### src/design/fvwm_pkg.sv
`default_nettype none

package fvwm_pkg;

	localparam int VOICES        = 4;
	localparam int VOICE_W       = 2;
	localparam int PHASE_W       = 24;
	localparam int STEP_W        = 16;
	localparam int INC_W         = 17;
	localparam int GAIN_W        = 16;
	localparam int BYTE_W        = 8;
	localparam int MIX_W         = 10;
	localparam int PROD_W        = MIX_W + GAIN_W;
	localparam int TABLE_ENTRIES = 256;
	localparam int OUT_DEPTH     = 4;
	localparam int OUT_PTR_W     = 2;
	localparam int OUT_CNT_W     = 3;

	localparam logic [STEP_W-1:0] STEP_RESET = 16'd1;
	localparam logic [GAIN_W-1:0] GAIN_RESET = 16'd16384;
	localparam logic [INC_W-1:0]  FULL_STEP  = 17'h10000;
	localparam logic [BYTE_W-1:0] MID_LEVEL  = 8'h80;

	typedef logic [1:0] func_t;
	localparam func_t FUNC_WRITE   = 2'd0;
	localparam func_t FUNC_RESTART = 2'd1;
	localparam func_t FUNC_SAMPLE  = 2'd2;

	typedef logic [2:0] reg_idx_t;
	localparam reg_idx_t REG_STEP_A = 3'd0;
	localparam reg_idx_t REG_STEP_B = 3'd1;
	localparam reg_idx_t REG_STEP_C = 3'd2;
	localparam reg_idx_t REG_STEP_D = 3'd3;
	localparam reg_idx_t REG_GAIN   = 3'd4;

	localparam logic [VOICE_W-1:0] LAST_VOICE = 2'd3;

endpackage

`default_nettype wire

### src/design/fvwm_out_fifo.sv
`default_nettype none

module fvwm_out_fifo (
	input  wire logic                          clk,
	input  wire logic                          arst_n,
	input  wire logic                          push,
	input  wire logic [fvwm_pkg::BYTE_W-1:0]   din,
	output logic                               m_tvalid,
	input  wire logic                          m_tready,
	output logic [fvwm_pkg::BYTE_W-1:0]        m_tdata  // [7:0] sample
);

	logic [fvwm_pkg::BYTE_W-1:0]    mem_q [fvwm_pkg::OUT_DEPTH];
	logic [fvwm_pkg::OUT_PTR_W-1:0] wr_ptr_q;
	logic [fvwm_pkg::OUT_PTR_W-1:0] rd_ptr_q;
	logic [fvwm_pkg::OUT_CNT_W-1:0] cnt_q;
	logic                           pop;

	assign pop      = m_tvalid && m_tready;
	assign m_tvalid = (cnt_q != '0);
	assign m_tdata  = mem_q[rd_ptr_q];

	always_ff @(posedge clk) begin
		if (push) begin
			mem_q[wr_ptr_q] <= din;
		end
	end

	always_ff @(posedge clk or negedge arst_n) begin
		if (!arst_n) begin
			wr_ptr_q <= '0;
			rd_ptr_q <= '0;
			cnt_q    <= '0;
		end else begin
			if (push) begin
				wr_ptr_q <= wr_ptr_q + 1'b1;
			end
			if (pop) begin
				rd_ptr_q <= rd_ptr_q + 1'b1;
			end
			case ({push, pop})
				2'b10:   cnt_q <= cnt_q + 1'b1;
				2'b01:   cnt_q <= cnt_q - 1'b1;
				default: cnt_q <= cnt_q;
			endcase
		end
	end

	a_no_overflow: assert property (@(posedge clk) disable iff (!arst_n)
		push |-> (cnt_q < fvwm_pkg::OUT_CNT_W'(fvwm_pkg::OUT_DEPTH)))
		else $error("output queue written while full");

	a_ptr_gap: assert property (@(posedge clk) disable iff (!arst_n)
		(cnt_q == '0) |-> (wr_ptr_q == rd_ptr_q))
		else $error("output queue pointers disagree with count");

	a_count_bound: assert property (@(posedge clk) disable iff (!arst_n)
		cnt_q <= fvwm_pkg::OUT_CNT_W'(fvwm_pkg::OUT_DEPTH))
		else $error("output queue count out of range");

endmodule

`default_nettype wire

### src/design/four_voice_wavetable_mixer.sv
// Four-voice wavetable mixer.
// Requests arrive on the s_ stream: tdata[1:0] is the function, [9:2] the table
// entry and [17:10] the table byte. A table write and a phase restart produce
// nothing. A sample request advances the four phase accumulators one voice per
// cycle, reading the waveform table through its single read port, so a sample
// request holds off further requests until its last voice is being read. The
// 8-bit sample passes through the table reads, the mix, the multiply by gain and
// the output queue before it appears on the m_ stream. Results leave through a
// 4-entry queue; when the receiver stalls, up to four samples are held and
// further requests are refused once four samples are outstanding. Nothing is
// lost or repeated. Reset clears the phases to zero, sets every step to 1 and
// the gain to 16384, and empties the queue. The table contents are undefined
// until written. Steps and gain are to be written over the APB port while no
// request is in flight; the user must keep to this, the block does not enforce it.
`default_nettype none

module four_voice_wavetable_mixer (
	input  wire logic        clk,
	input  wire logic        arst_n,
	input  wire logic        s_tvalid,
	output logic             s_tready,
	input  wire logic [23:0] s_tdata,   // [1:0] func, [9:2] entry_index, [17:10] entry_value
	output logic             m_tvalid,
	input  wire logic        m_tready,
	output logic [7:0]       m_tdata,   // [7:0] sample
	input  wire logic        psel,
	input  wire logic        penable,
	input  wire logic        pwrite,
	input  wire logic [4:0]  paddr,
	input  wire logic [31:0] pwdata,
	output logic [31:0]      prdata,
	output logic             pready
);

	logic [fvwm_pkg::STEP_W-1:0]  step_q [fvwm_pkg::VOICES];
	logic [fvwm_pkg::GAIN_W-1:0]  gain_q;
	logic [fvwm_pkg::PHASE_W-1:0] phase_q [fvwm_pkg::VOICES];
	logic [fvwm_pkg::BYTE_W-1:0]  wave_mem [fvwm_pkg::TABLE_ENTRIES];

	logic                         busy_q;
	logic [fvwm_pkg::VOICE_W-1:0] voice_q;
	logic [fvwm_pkg::OUT_CNT_W-1:0] pend_q;

	logic                         rd_valid_s1;
	logic [fvwm_pkg::VOICE_W-1:0] rd_voice_s1;
	logic [fvwm_pkg::BYTE_W-1:0]  rd_data_s1;
	logic signed [fvwm_pkg::MIX_W-1:0]  acc_q;
	logic                         mix_valid_s2;
	logic signed [fvwm_pkg::MIX_W-1:0]  mix_s2;
	logic                         prod_valid_s3;
	logic signed [fvwm_pkg::PROD_W-1:0] prod_s3;

	fvwm_pkg::func_t              func;
	logic [7:0]                   entry_index;
	logic [7:0]                   entry_value;
	logic                         in_accept;
	logic                         take_sample;
	logic                         take_write;
	logic                         take_restart;
	logic                         out_accept;
	logic                         cfg_write;
	fvwm_pkg::reg_idx_t           cfg_idx;

	logic [fvwm_pkg::INC_W-1:0]   inc;
	logic [fvwm_pkg::PHASE_W-1:0] next_phase;
	logic signed [fvwm_pkg::MIX_W-1:0] voice_val;
	logic [fvwm_pkg::BYTE_W-1:0]  sample;

	assign func        = s_tdata[1:0];
	assign entry_index = s_tdata[9:2];
	assign entry_value = s_tdata[17:10];

	assign s_tready = (!busy_q || (voice_q == fvwm_pkg::LAST_VOICE))
	                  && (pend_q < fvwm_pkg::OUT_CNT_W'(fvwm_pkg::OUT_DEPTH));
	assign in_accept    = s_tvalid && s_tready;
	assign take_sample  = in_accept && (func == fvwm_pkg::FUNC_SAMPLE);
	assign take_write   = in_accept && (func == fvwm_pkg::FUNC_WRITE);
	assign take_restart = in_accept && (func == fvwm_pkg::FUNC_RESTART);
	assign out_accept   = m_tvalid && m_tready;

	// Configuration port.
	assign pready    = 1'b1;
	assign cfg_idx   = paddr[4:2];
	assign cfg_write = psel && penable && pwrite && pready;

	always_ff @(posedge clk or negedge arst_n) begin
		if (!arst_n) begin
			for (int i = 0; i < fvwm_pkg::VOICES; i++) begin
				step_q[i] <= fvwm_pkg::STEP_RESET;
			end
			gain_q <= fvwm_pkg::GAIN_RESET;
		end else if (cfg_write) begin
			unique case (cfg_idx)
				fvwm_pkg::REG_STEP_A: step_q[0] <= pwdata[15:0];
				fvwm_pkg::REG_STEP_B: step_q[1] <= pwdata[15:0];
				fvwm_pkg::REG_STEP_C: step_q[2] <= pwdata[15:0];
				fvwm_pkg::REG_STEP_D: step_q[3] <= pwdata[15:0];
				fvwm_pkg::REG_GAIN:   gain_q   <= pwdata[15:0];
				default: ;
			endcase
		end
	end

	always_comb begin
		unique case (cfg_idx)
			fvwm_pkg::REG_STEP_A: prdata = {16'h0, step_q[0]};
			fvwm_pkg::REG_STEP_B: prdata = {16'h0, step_q[1]};
			fvwm_pkg::REG_STEP_C: prdata = {16'h0, step_q[2]};
			fvwm_pkg::REG_STEP_D: prdata = {16'h0, step_q[3]};
			fvwm_pkg::REG_GAIN:   prdata = {{16{gain_q[15]}}, gain_q};
			default:              prdata = 32'h0;
		endcase
	end

	// Voice sequencer: one voice per cycle while a sample is being worked on.
	always_ff @(posedge clk or negedge arst_n) begin
		if (!arst_n) begin
			busy_q  <= 1'b0;
			voice_q <= '0;
		end else begin
			if (take_sample) begin
				busy_q  <= 1'b1;
				voice_q <= '0;
			end else if (busy_q) begin
				if (voice_q == fvwm_pkg::LAST_VOICE) begin
					busy_q <= 1'b0;
				end
				voice_q <= voice_q + 1'b1;
			end
		end
	end

	// A step of zero stands for a full table entry per sample.
	assign inc = (step_q[voice_q] == '0) ? fvwm_pkg::FULL_STEP
	                                       : {1'b0, step_q[voice_q]};
	assign next_phase = phase_q[voice_q] + {{(fvwm_pkg::PHASE_W-fvwm_pkg::INC_W){1'b0}}, inc};

	// A restart accepted in the last voice cycle follows that voice's update.
	always_ff @(posedge clk or negedge arst_n) begin
		if (!arst_n) begin
			for (int i = 0; i < fvwm_pkg::VOICES; i++) begin
				phase_q[i] <= '0;
			end
		end else if (take_restart) begin
			for (int i = 0; i < fvwm_pkg::VOICES; i++) begin
				phase_q[i] <= '0;
			end
		end else if (busy_q) begin
			phase_q[voice_q] <= next_phase;
		end
	end

	// Waveform table. A write accepted in the last voice cycle lands at the same
	// edge as that read, and the read sees the older byte, as request order wants.
	always_ff @(posedge clk) begin
		if (take_write) begin
			wave_mem[entry_index] <= entry_value;
		end
		rd_data_s1 <= wave_mem[next_phase[23:16]];
	end

	always_ff @(posedge clk or negedge arst_n) begin
		if (!arst_n) begin
			rd_valid_s1   <= 1'b0;
			rd_voice_s1   <= '0;
			mix_valid_s2  <= 1'b0;
			prod_valid_s3 <= 1'b0;
			pend_q        <= '0;
		end else begin
			rd_valid_s1   <= busy_q;
			rd_voice_s1   <= voice_q;
			mix_valid_s2  <= rd_valid_s1 && (rd_voice_s1 == fvwm_pkg::LAST_VOICE);
			prod_valid_s3 <= mix_valid_s2;
			case ({take_sample, out_accept})
				2'b10:   pend_q <= pend_q + 1'b1;
				2'b01:   pend_q <= pend_q - 1'b1;
				default: pend_q <= pend_q;
			endcase
		end
	end

	assign voice_val = $signed({2'b00, rd_data_s1}) - $signed({2'b00, fvwm_pkg::MID_LEVEL});

	always_ff @(posedge clk) begin
		if (rd_valid_s1) begin
			if (rd_voice_s1 == '0) begin
				acc_q <= voice_val;
			end else begin
				acc_q <= acc_q + voice_val;
			end
		end
		mix_s2  <= acc_q + voice_val;
		prod_s3 <= mix_s2 * $signed(gain_q);
	end

	// Bits 23:16 are the arithmetic shift by 16; adding 128 flips the top bit.
	assign sample = prod_s3[23:16] ^ fvwm_pkg::MID_LEVEL;

	fvwm_out_fifo u_out_fifo (
		.clk      (clk),
		.arst_n   (arst_n),
		.push     (prod_valid_s3),
		.din      (sample),
		.m_tvalid (m_tvalid),
		.m_tready (m_tready),
		.m_tdata  (m_tdata)
	);

	a_hold_input: assert property (@(posedge clk) disable iff (!arst_n)
		(busy_q && (voice_q != fvwm_pkg::LAST_VOICE)) |-> !s_tready)
		else $error("request taken while voices are still being read");

	a_mix_after_last: assert property (@(posedge clk) disable iff (!arst_n)
		mix_valid_s2 |-> $past(rd_valid_s1 && (rd_voice_s1 == fvwm_pkg::LAST_VOICE)))
		else $error("mix produced without the last voice read");

	a_pending_bound: assert property (@(posedge clk) disable iff (!arst_n)
		(pend_q <= fvwm_pkg::OUT_CNT_W'(fvwm_pkg::OUT_DEPTH)) && (!m_tvalid || (pend_q != '0)))
		else $error("outstanding sample count out of range");

endmodule

`default_nettype wire

### config.mk
export PLATFORM = sky130hd
export DESIGN_NAME = four_voice_wavetable_mixer
export DESIGN_NICKNAME = d
export VERILOG_FILES = /design/src/design/fvwm_pkg.sv /design/src/design/fvwm_out_fifo.sv /design/src/design/four_voice_wavetable_mixer.sv
export SDC_FILE = /design/constraint.sdc
export NUM_CORES = 2
export LEC_CHECK = 0
export ABC_AREA = 1
export BUFFER_PORTS_ARGS = -buffer_cell sky130_fd_sc_hd__buf_4
export CELL_PAD_IN_SITES_DETAIL_PLACEMENT = 1
export CELL_PAD_IN_SITES_GLOBAL_PLACEMENT = 1
export CORE_AREA = 2 2 435 760
export CTS_CLUSTER_SIZE = 30
export DETAILED_ROUTE_END_ITERATION = 10
export DIE_AREA = 0 0 437 762
export HOLD_SLACK_MARGIN = 0.15
export PLACE_DENSITY = 0.52
export SYNTH_ARGS = -nofsm -noshare
export SYNTH_HDL_FRONTEND = slang
export SYNTH_SLANG_ARGS = --single-unit
export TNS_END_PERCENT = 10
### constraint.sdc
create_clock -name clk -period 8.4 [get_ports clk]
set_input_delay 1.26 -clock clk [delete_from_list [all_inputs] [get_ports clk]]
set_output_delay 1.26 -clock clk [all_outputs]
set_load 0.02 [all_outputs]
## Word level (Yosys, flattened, before mapping)

Memories as Yosys holds them, arrays and structs flattened. A register that Yosys moved wholly into a read port is not among the register bits.
Cells that the tools add are included.

- Add/subtract/negate cells: 10
- Multipliers: 1
- Magnitude comparators: 3
- Equality and inequality tests: 12
- Muxes and demuxes: 25
- Bitwise logic cells: 2
- Reduce and logical (&&, ||, !) cells: 26

Operators by type and width:

| kind | count |
|---|---|
| two-way mux 96 bit | 2 |
| case mux 32 bit (5 select lines) | 1 |
| bitwise mux 96 bit | 1 |
| two-way mux 24 bit | 3 |
| binary-select mux 24 bit (select 2 bit) | 1 |
| demux 24 bit (select 2 bit) | 1 |
| binary-select mux 16 bit (select 2 bit) | 1 |
| two-way mux 16 bit | 2 |
| adder 24 x 17 -> 24 bit | 1 |
| multiplier 10 x 16 -> 24 bit | 1 |
| two-way mux 17 bit | 1 |
| zero test 16 bit | 1 |
| case mux 3 bit (2 select lines) | 2 |
| adder 10 x 9 -> 10 bit | 1 |
| == test 2 bit, second input constant | 5 |
| logical AND 1 bit | 10 |
| two-way mux 10 bit | 1 |
| AND reduction 2 bit | 5 |
| subtractor 8 x 8 -> 9 bit, second input constant | 1 |
| nonzero test 2 bit | 4 |
| two-way mux 1 bit | 7 |
| adder 2 x 1 -> 2 bit, second input constant | 3 |
| adder 3 x 1 -> 3 bit, second input constant | 2 |
| == test 2 x 1 -> 1 bit, second input constant | 3 |
| other kinds (15) | 19 |

- Register bits after elaboration: 238
- Bits in writable memories: 2080
- Output and inout bits: 43
- Memories kept: 2

Memories:

| name | depth | width | read ports | clocked after Yosys merged registers in | wr ports | RTL line | text |
|---|---|---|---|---|---|---|---|
| wave_mem | 256 | 8 | 1 | 1 | 1 | four_voice_wavetable_mixer.sv:38 | `logic [fvwm_pkg::BYTE_W-1:0] wave_mem [fvwm_pkg::TABLE_ENTRIES];` |
| u_out_fifo.mem_q | 4 | 8 | 1 | 0 | 1 | fvwm_out_fifo.sv:13 | `logic [fvwm_pkg::BYTE_W-1:0] mem_q [fvwm_pkg::OUT_DEPTH];` |

## Longest topological paths before layout

- Depth after elaboration: 10
- Gate-level depth with buffers: 35
- Gate-level depth less buffers: 28

## Modules after synthesis

From an unflattened synthesis, not the netlist that was laid out.

- Cell total of the unflattened synthesis: 10256
- Area, all modules: 104179.9 um^2

Modules (own cells, without submodules):

| module | instances | cells an instance | area an instance (um^2) | sequential area each (um^2) |
|---|---|---|---|---|
| four_voice_wavetable_mixer | 1 | 10107 | 102460.8 | 67005.5 |
| fvwm_out_fifo | 1 | 149 | 1719.1 | 1136.1 |

## Worst setup path after synthesis

No wires, ideal clock.

- Path kind: reg2reg
- Start: register mix_s2[4] (netlist bit)
- End: register prod_s3[23] (netlist bit)
- Setup time: 0.122 ns
- Data arrival time: 4.821 ns
- Data required time: 8.278 ns
- Slack: 3.457 ns
- Stages on the path, launching flop included: 24
- Cells stage by stage: dfxtp_1 > clkbuf_1 > clkbuf_1 > nand2_1 > fa_1 > inv_1 > fa_1 > fa_1 > fa_1 > inv_1 > fa_1 > inv_1 > ha_1 > a21oi_1 > o21ai_0 > nand2_1 > o211a_1 > o21ai_0 > nand3_1 > nand2_1 > a21o_1 > nand2_1 > nand2_1 > xor2_1

- Cells in the longest elaborated chain, start to end: 1

RTL lines:

| item | RTL line | text |
|---|---|---|
| from (decl) | four_voice_wavetable_mixer.sv:49 | `logic signed [fvwm_pkg::MIX_W-1:0] mix_s2;` |
| from (signal assigned) | four_voice_wavetable_mixer.sv:192 | `mix_s2 <= acc_q + voice_val;` |
| multiplier 10 x 16 -> 24 bit | four_voice_wavetable_mixer.sv:193 | `prod_s3 <= mix_s2 * $signed(gain_q);` |
| to (signal assigned) | four_voice_wavetable_mixer.sv:193 |  |
| to (decl) | four_voice_wavetable_mixer.sv:51 | `logic signed [fvwm_pkg::PROD_W-1:0] prod_s3;` |

No other way between the ends.
A chain may end at the register's enable or synchronous reset.

## Final worst setup path

- Start: register voice_q[0] (netlist bit)
- End: register rd_data_s1[0] (netlist bit), read port of wave_mem

- Cells in the longest elaborated chain, start to end: 7

RTL lines:

| item | RTL line | text |
|---|---|---|
| from (decl) | four_voice_wavetable_mixer.sv:41 | `logic [fvwm_pkg::VOICE_W-1:0] voice_q;` |
| from (signal assigned) | four_voice_wavetable_mixer.sv:128 | `voice_q <= voice_q + 1'b1;` |
| NOT 2 -> 3 bit (implied by the code) (*) | four_voice_wavetable_mixer.sv:134, four_voice_wavetable_mixer.sv:135, four_voice_wavetable_mixer.sv:136 |  |
| binary-select mux 16 bit (select 2 bit) | four_voice_wavetable_mixer.sv:134, four_voice_wavetable_mixer.sv:135 |  |
| two-way mux 16 bit (implied by the code) (2 in a row) | four_voice_wavetable_mixer.sv:134, four_voice_wavetable_mixer.sv:135 |  |
| zero test 16 bit | four_voice_wavetable_mixer.sv:134 | `assign inc = (step_q[voice_q] == '0) ? fvwm_pkg::FULL_STEP` |
| two-way mux 17 bit | four_voice_wavetable_mixer.sv:134 |  |
| adder 24 x 17 -> 24 bit (*) | four_voice_wavetable_mixer.sv:136 | `assign next_phase = phase_q[voice_q] + {{(fvwm_pkg::PHASE_W-fvwm_pkg::INC_W){1'b0}}, inc};` |
| to (decl) | four_voice_wavetable_mixer.sv:46 | `logic [fvwm_pkg::BYTE_W-1:0] rd_data_s1;` |

Mark *: on every way between the ends. The rest lies on a longest branch, timed or not. The select of a mux whose other input is x is not followed.

==> out/summary.txt <==
Nets: 10380
Worst-margin pin slew: 1.186 ns
Number of flops mapped to enable cells by yosys: 2090
Final Slew Violations: 0
Number of synthesized register bits: 2310
CP dominant cell by count: nand2_1
Via count: 71540
DRC errors left: 0
Syn Area/Cell: 10.18 µm²
WP data arrival: 7.63 ns
Synth top area cells: edfxtp_1, nand2_1, nand3_1
Mux contribution to synthesized area: 0%
Share of synthesized registers carrying an async set or reset: 8.398%
Unrepaired setup endpoints after global routing: no
Run status: finished, final reports clean
Cell variety after synth: 51
Post-Route Setup TNS: 0 ns
Cell accounting for the most synthesized area: edfxtp_1
Final cycle utilization of the critical path: 81.28%
First-pass GRT wire length: 520.5 mm
Worst Setup EP: rd_data_s1[0]
R2R Path End: rd_data_s1[0]
Max incr delay on CP: 0.68 ns
GR Util All Layers: 21.17%
Routed len/inst: 24.40 µm
Reg2reg path depth: 28
Synth Area in XOR/XNOR: 0.4292%
Top cell type's share of synthesized area: 60.31%
Worst-skew pair later-pin latency: 0.91 ns
Gate Count Post-Synth: 10220
Yosys synthesis warning count: 0
Kind of critical path: reg -> reg
Die Wd: 437 µm
Clock sinks: 2310
Hold-fix buffers, CTS: 0
Global route total overflow: 0
Final Hold Vio Count: 0
I/O Buffers: 85
Worst Path Required: 9.21 ns
Clk root buf: clkbuf_16
Maximum clock rate: 146.5 MHz
Maximum number of pins on one net before global-route repair: 147
Most frequent cells in the layout: nand2_1, edfxtp_1, nand3_1
Initial antenna violation count: 8
Iteration-0 DRC count of the detailed router: 3798
Drt total wl: 356.4 mm
Synth-to-layout area growth: 11.94%
Worst-path fanout max: 58
I/O pin count: 111
Mapped Area: 104100 µm²
Final setup violating endpoints: 0
Fraction of layout cells with a size suffix above 1: 6.069%
DRT antenna net count: 0
Max cap viols: 0
Reg2reg start: voice_q[0]
Flop-to-flop setup slack: 1.57 ns
Initial Util: 31.83%
Compound-cell area share of the yosys netlist: 2.207%
Post-DP HPWL: 224.6 mm
Top FF cell, synth: edfxtp_1
Fin crit period: 6.828 ns
Largest family of logic cells by synthesized area: simple AND/OR/NAND/NOR gates
Chip Height: 762 µm
RD Place Congestion: 0.8304
Post-synthesis sequential area ratio: 65.48%
Commonest non-fill, non-tap cell in the layout: nand2_1
Core Area: 327000 µm²
Synth Area in Adders: 3.641%
Area fraction in and, or, nand and nor cells after synthesis: 23.63%
Die ar.: 333000 µm²
Syn_nets: 10510
Vias in the first global route: 76740
Drt pass-1 iters: 5
Max Root-Sink Buffers: 4
Critical Path Start: voice_q[0]
Setup Skew: 0.06577 ns
Clock Pin Slew Worst Setup and Hold Paths: 0.07 ns
CP Capture Type: flip-flop
CTS Buf Count: 227
Rel. slew slack: 20.75%
CP max-delay cell: nand2_8
Htree depth: 4
Avg Vias per Cell: 4.897
Hold Crit Class: in -> async
Row cnt: 278
CTS tree: done
Post-CTS Setup Bufs: 0
Setup crit start kind: flip-flop
Post-cts resize count: 0
==> metrics by stage <==
step                      setup WS [ns]  hold WS [ns]  std cells  util [%]  cell area (µm²)
final                             1.572        0.3783      14610     35.63           116500
after global routing              1.252        0.3905      14610     35.63           116500
after CTS                         1.516        0.3281      14610     35.62           116500
after detailed placement          1.625        0.3937      14200     33.42           109300
after global placement            1.647        0.3960      14200     33.42           109300
after floorplan                   3.457        0.3312      10220         -           104100
==> critical path: cells and delay by family (launching register included) <==
kind                     cells  cell delay (ns)
AO/OA/AOI/OAI                2             0.71
AND/OR/NAND/NOR             20             3.43
buffers and inverters        4             1.25
flip-flops                   1             0.37
adder cells (fa/ha/maj)      2             0.81
==> state kept, by name, summed over array words and instances, names as in the netlist, 2 cells and up <==
name and cells:
prod_s3 8, step_q 64, acc_q 10, u_out_fifo.cnt_q 3, voice_q 2, u_out_fifo.rd_ptr_q 2, phase_q 96, wave_mem 2048
mix_s2 10, u_out_fifo.wr_ptr_q 2, pend_q 3, gain_q 16, rd_data_s1 8, rd_voice_s1 2, u_out_fifo.mem_q 32
==> cell usage after synthesis (6+ instances only) <==
cell type and instances:
buf_1 37, a32oi_1 6, buf_2 280, o22ai_1 64
dfrtp_1 189, inv_1 480, o21ai_0 232, xor2_1 30
clkbuf_1 218, ha_1 90, buf_4 56, a21oi_1 81
fa_1 133, nand4_1 10, xnor2_1 21, buf_6 16
nor2_1 364, nand2_1 4542, edfxtp_1 2090, dfxtp_1 26
a221oi_1 13, nor3_1 9, nand3_1 1174
==> metal layers <==
| metal | GRT usage (%) | vias to the layer above | wire length [µm] |
|---|---|---|---|
| met5 | 0 | - | 25 |
| met4 | 9.820 | 4 | 18570 |
| met3 | 1.777 | 578 | 8453 |
| met2 | 40.98 | 1069 | 195100 |
| met1 | 23.00 | 36320 | 134300 |
| li1 | - | 33570 | - |
==> cell families after synthesis <==
kind of cell	Yosys count
AOI/OAI and AO/OA	415
and+or+nand+nor	6124
DFF	2310
xor gates and xnor gates	51
buffers and inverters	1095
other	1
adders and majority gates	223
==> worst min-delay path by stage <==
stage	startpoint	slack, ns	to
floorplan	mix_valid_s2	0.33	prod_valid_s3
global route	arst_n	0.39	phase_q[76]
global placement	mix_valid_s2	0.40	prod_valid_s3
finish	arst_n	0.38	phase_q[50]
detailed placement	mix_valid_s2	0.39	prod_valid_s3
CTS	arst_n	0.33	phase_q[77]
==> final cells by class <==
class	count	area, µm²
Timing Repair Buffer	251	2514
Tap cell	4340	5430
Inverter	487	1828
Multi-Input combinational cell	6814	31370
Clock inverter	119	1124
Clock buffer	285	6073
Sequential cell	2310	68140
Antenna cell	4	10.01
Fill cell	36220	210500
Power is not shown: default switching activity piles up to over one toggle a cycle in this logic, so the estimate is an artifact.
